$ cat config.mk
export PLATFORM = sky130hd
export DESIGN_NAME = opr_ctrl
export DESIGN_NICKNAME = d
export VERILOG_FILES = /design/src/opr_pkg.sv /design/src/opr_ctrl.sv
export SDC_FILE = /design/constraint.sdc
export NUM_CORES = 1
export LEC_CHECK = 0
export BUFFER_PORTS_ARGS = -buffer_cell sky130_fd_sc_hd__clkbuf_2
export CAP_MARGIN = 20
export CORE_AREA = 2 2 39 41
export CTS_CLUSTER_SIZE = 8
export DETAILED_ROUTE_END_ITERATION = 6
export DIE_AREA = 0 0 41 43
export PLACE_DENSITY = 0.62
export RECOVER_POWER = 100
export SYNTH_ARGS = -nofsm -noshare
export SYNTH_HDL_FRONTEND = slang
export SYNTH_SLANG_ARGS = --single-unit
$ cat constraint.sdc
create_clock -name i_clk -period 1.2 [get_ports i_clk]
set_clock_uncertainty 0.05 [all_clocks]
set_input_delay 0.18 -clock i_clk [delete_from_list [all_inputs] [get_ports i_clk]]
set_output_delay 0.18 -clock i_clk [all_outputs]
set_load 0.02 [all_outputs]
$ cat src/opr_pkg.sv
`timescale 1ns / 1ps
// ----------------------------------------------------------------------------
// opr_pkg
// shared types for the optimal page replacement fault counter
// ----------------------------------------------------------------------------
package opr_pkg;

    typedef enum logic [2:0] {
        ST_LOAD,
        ST_CLEAR,
        ST_BACK,
        ST_FWD_RD,
        ST_FWD,
        ST_EVICT,
        ST_DONE
    } t_state;

    typedef struct packed {
        logic clr_start;
        logic clr_step;
        logic back_start;
        logic back_step;
        logic fwd_start;
        logic fwd_read;
        logic fwd_look;
        logic evict_step;
        logic finish;
    } t_cmd;

    typedef struct packed {
        logic clr_done;
        logic back_done;
        logic fwd_done;
        logic hit;
        logic full;
        logic evict_done;
    } t_status;

endpackage

$ cat src/opr_ctrl.sv
`timescale 1ns / 1ps
// ----------------------------------------------------------------------------
// opr_ctrl
// sequencer for the load, clear, backward and forward passes
// ----------------------------------------------------------------------------
module opr_ctrl (
    input  logic              i_clk,
    input  logic              i_rst_n,
    input  logic              i_last_acc,
    input  logic              i_out_free,
    input  opr_pkg::t_status  i_status,
    output opr_pkg::t_cmd     o_cmd,
    output logic              o_loading
);
    opr_pkg::t_state r_state, n_state;

    always_ff @(posedge i_clk) begin
        if (!i_rst_n) begin
            r_state <= opr_pkg::ST_LOAD;
        end else begin
            r_state <= n_state;
        end
    end

    always_comb begin
        n_state = r_state;
        case (r_state)
            opr_pkg::ST_LOAD:   if (i_last_acc) n_state = opr_pkg::ST_CLEAR;
            opr_pkg::ST_CLEAR:  if (i_status.clr_done) n_state = opr_pkg::ST_BACK;
            opr_pkg::ST_BACK:   if (i_status.back_done) n_state = opr_pkg::ST_FWD_RD;
            opr_pkg::ST_FWD_RD: begin
                if (i_status.fwd_done) n_state = opr_pkg::ST_DONE;
                else n_state = opr_pkg::ST_FWD;
            end
            opr_pkg::ST_FWD: begin
                if (!i_status.hit && i_status.full) n_state = opr_pkg::ST_EVICT;
                else n_state = opr_pkg::ST_FWD_RD;
            end
            opr_pkg::ST_EVICT:  if (i_status.evict_done) n_state = opr_pkg::ST_FWD_RD;
            opr_pkg::ST_DONE:   if (i_out_free) n_state = opr_pkg::ST_LOAD;
            default:            n_state = opr_pkg::ST_LOAD;
        endcase
    end

    always_comb begin
        o_cmd = '0;
        o_loading = 1'b0;
        case (r_state)
            opr_pkg::ST_LOAD: begin
                o_loading = 1'b1;
                o_cmd.clr_start = i_last_acc;
            end
            opr_pkg::ST_CLEAR: begin
                o_cmd.clr_step = 1'b1;
                o_cmd.back_start = i_status.clr_done;
            end
            opr_pkg::ST_BACK: begin
                o_cmd.back_step = 1'b1;
                o_cmd.fwd_start = i_status.back_done;
            end
            opr_pkg::ST_FWD_RD: o_cmd.fwd_read = !i_status.fwd_done;
            opr_pkg::ST_FWD:    o_cmd.fwd_look = 1'b1;
            opr_pkg::ST_EVICT:  o_cmd.evict_step = 1'b1;
            opr_pkg::ST_DONE:   o_cmd.finish = i_out_free;
            default:            o_cmd = '0;
        endcase
    end
endmodule

==> results.json <==
{
  "grt.overflow.total": 0,
  "top_register": "r_state",
  "setup_viol": 13,
  "grt_pass1_vias": 389,
  "syn_nets": 49,
  "r2r_slack_ns": -0.14,
  "synthDistinctLibCells": 27,
  "p_leak_nw": 0.346,
  "grt_pass1_wl_mm": 1.52,
  "antenna_cells": 0,
  "clock_latency_ns": 0.23,
  "pin_count": 20,
  "cts_tree": "done",
  "via_per_inst": 4.71,
  "grt_start_max_net_pins": 8,
  "cp_top_family": "flip-flops",
  "worst_slew_margin_rel_pct": 83.3,
  "crit_path_max_fanout": 6,
  "worst-path-buf-inv": 2,
  "numCtsBuffers": 3,
  "critPathSlowestCell": "dfxtp_4",
  "hold_depth": 3,
  "initial_utilization_pct": 23.0,
  "clkSinkCount": 3,
  "path_cells": "buf_6 -> nor3_4 -> and2_4 -> buf_8",
  "critPathLaunchType": "flip-flop",
  "yosys.area.top_type": "dfxtp_1",
  "critPathCaptureType": "output pin",
  "period_minus_slack_ns": 1.42,
  "gp_congestion": 0.699,
  "post_drt_wl_per_cell_um": 11.6,
  "synth_area_leaders": "dfxtp_1 19%, nor3b_2 7.9%, mux2i_1 6.3%",
  "final_cells": 92,
  "num_vias": 433,
  "clkTransAtPathRegs_ns": 0.04,
  "layout-drive-gt1-share_pct": 73.7,
  "dieArea_um2": 1760,
  "nets": 87,
  "synth_seq_cells": 3,
  "core-area_um2": 1380,
  "slowest_delay_ns": 0.36,
  "io_buffers": 19,
  "drt_iter0_markers": 8,
  "fmax_mhz": 706,
  "ir_worst_vdd_v": 0.000877,
  "rows": 14,
  "synthCells": 39,
  "path_class": "reg -> out",
  "violations": "setup timing",
  "fillers": 129,
  "postRouteAntennaNets": 0,
  "die_x_um": 41,
  "hold_buffers": 0,
  "postSynthAreaPerCell_um2": 8.15,
  "drt_wl_total_mm": 1.07,
  "largest_reg_flops": 3,
  "rsz0062_at_grt": "yes",
  "yosysWarnings": 0,
  "reg2reg_depth": 5,
  "slew_viol_final": 0,
  "firstDrtPassIters": 4,
  "crit_cells": 4,
  "cts.htree.levels": 1,
  "drv_cap": 0,
  "status": "finished with violations",
  "critPathRequiredTime_ns": 0.97,
  "antenna_found_initial": 0,
  "drcViolationCount": 0,
  "worst_pin_slew_ns": 0.246,
  "die_h_um": 43,
  "final_cell_mix": "10 x buf_6, 10 x buf_4, 9 x clkbuf_2",
  "fin_crit_sh_pct": 118,
  "fin_ws_ns": -0.217,
  "area_growth_pct": 145,
  "synth.cell_area_um2": 318,
  "dp_cells": 78,
  "cp_data_arrival_time_ns": 1.19,
  "reg_top3": "r_state: 3 flops",
  "synth_top_area_share_pct": 18.9,
  "place_hpwl_um": 658,
  "power_density_nw_per_um2": 2240,
  "hold-worst-slack_ns": 0.194,
  "track_usage_pct": 13.0,
  "hold_violations": 0,
  "ys_seq_area_share_pct": 18.9,
  "cts-root-buf": "clkbuf_4",
  "ctsLongestPathBuffers": 2,
  "hold_class": "in -> reg"
}
## per-stage QoR
| step | TNS (ns) | area, µm² | util, % | setup WS, ns | total power [mW] |
|---|---|---|---|---|---|
| after floorplan | -0.146 | 378 | - | -0.0689 | 0.846 |
| final | -1.76 | 779 | 56.3 | -0.217 | 1.75 |
| after global placement | -0.101 | 515 | 37.3 | -0.0404 | 1.07 |
| after detailed placement | -0.132 | 515 | 37.3 | -0.0583 | 1.07 |
| after global routing | -2.70 | 779 | 56.3 | -0.308 | 1.88 |
| after CTS | -1.95 | 697 | 50.4 | -0.221 | 1.56 |
## area by class of cell
type | instances | area [µm²] | area share [%]
multi-input cells | 28 | 308 | 39.5
repair buffers | 36 | 333 | 42.7
inverters | 5 | 21.3 | 2.73
clock buffers | 4 | 26.3 | 3.37
flip-flops and latches | 3 | 71.3 | 9.15
well taps | 16 | 20.0 | 2.57
## routing by layer
metal | global-route usage, % | vias to the layer above | wire (µm)
met4 | 6.00 | 0 | 0
li1 | - | 218 | -
met2 | 21.3 | 20 | 629
met1 | 13.1 | 195 | 365
met3 | 6.28 | 0 | 71
met5 | 0 | - | 0
## tightest hold or removal path: cells and delay by family
family | cells | cell delay [ns]
mux | 1 | 0.06
simple gates | 1 | 0.07
buf+inv | 1 | 0.12
## cell usage after synthesis
master	number
nand3b_1	1
a21oi_4	1
dfxtp_1	3
nand2_1	1
o221ai_2	1
mux2i_1	2
a21oi_1	1
o211ai_1	1
nor3b_2	2
o2111a_1	1
buf_2	2
nor2_1	3
inv_2	1
nor3b_1	1
clkinv_1	1
and2_1	2
a31o_1	1
o311ai_0	1
and4b_1	1
buf_4	1
inv_1	3
nor3_1	1
a21boi_1	1
o21ai_0	1
nand3_1	3
and4bb_1	1
nor2b_1	1
## kinds of logic (layout without fill, tap and decap cells)
group / after synthesis / after routing / share of synthesized area [%]
flops: 3 / 3 / 18.9
simple gates: 17 / 17 / 36.6
compound gates: 9 / 9 / 26.8
buf+inv: 8 / 45 / 11.4
mux: 2 / 2 / 6.30
## where the power goes
group | switching [mW] | internal [mW] | total (mW)
combinational | 0.563 | 0.778 | 1.34
clock | 0.0512 | 0.125 | 0.176
sequential | 0.0710 | 0.160 | 0.231
total | 0.686 | 1.06 | 1.75
## what timing repair did
| item | 4_1_cts | 5_1_grt |
|---|---|---|
| endpoints found under the hold margin | 0 | 0 |
| pin swaps | 6 | 9 |
| endpoints found under the setup margin | 13 | 13 |
| gates resized for setup | 26 | 18 |
| buffers inserted | 6 | 4 |
## final timing paths
kind,to,startpoint
setup / recovery,o_cmd[8],r_state[2]
hold / removal,r_state[1],i_rst_n
setup reg to reg,r_state[2],r_state[0]
hold reg to reg,r_state[0],r_state[1]
(Power assumes the default switching activity.)
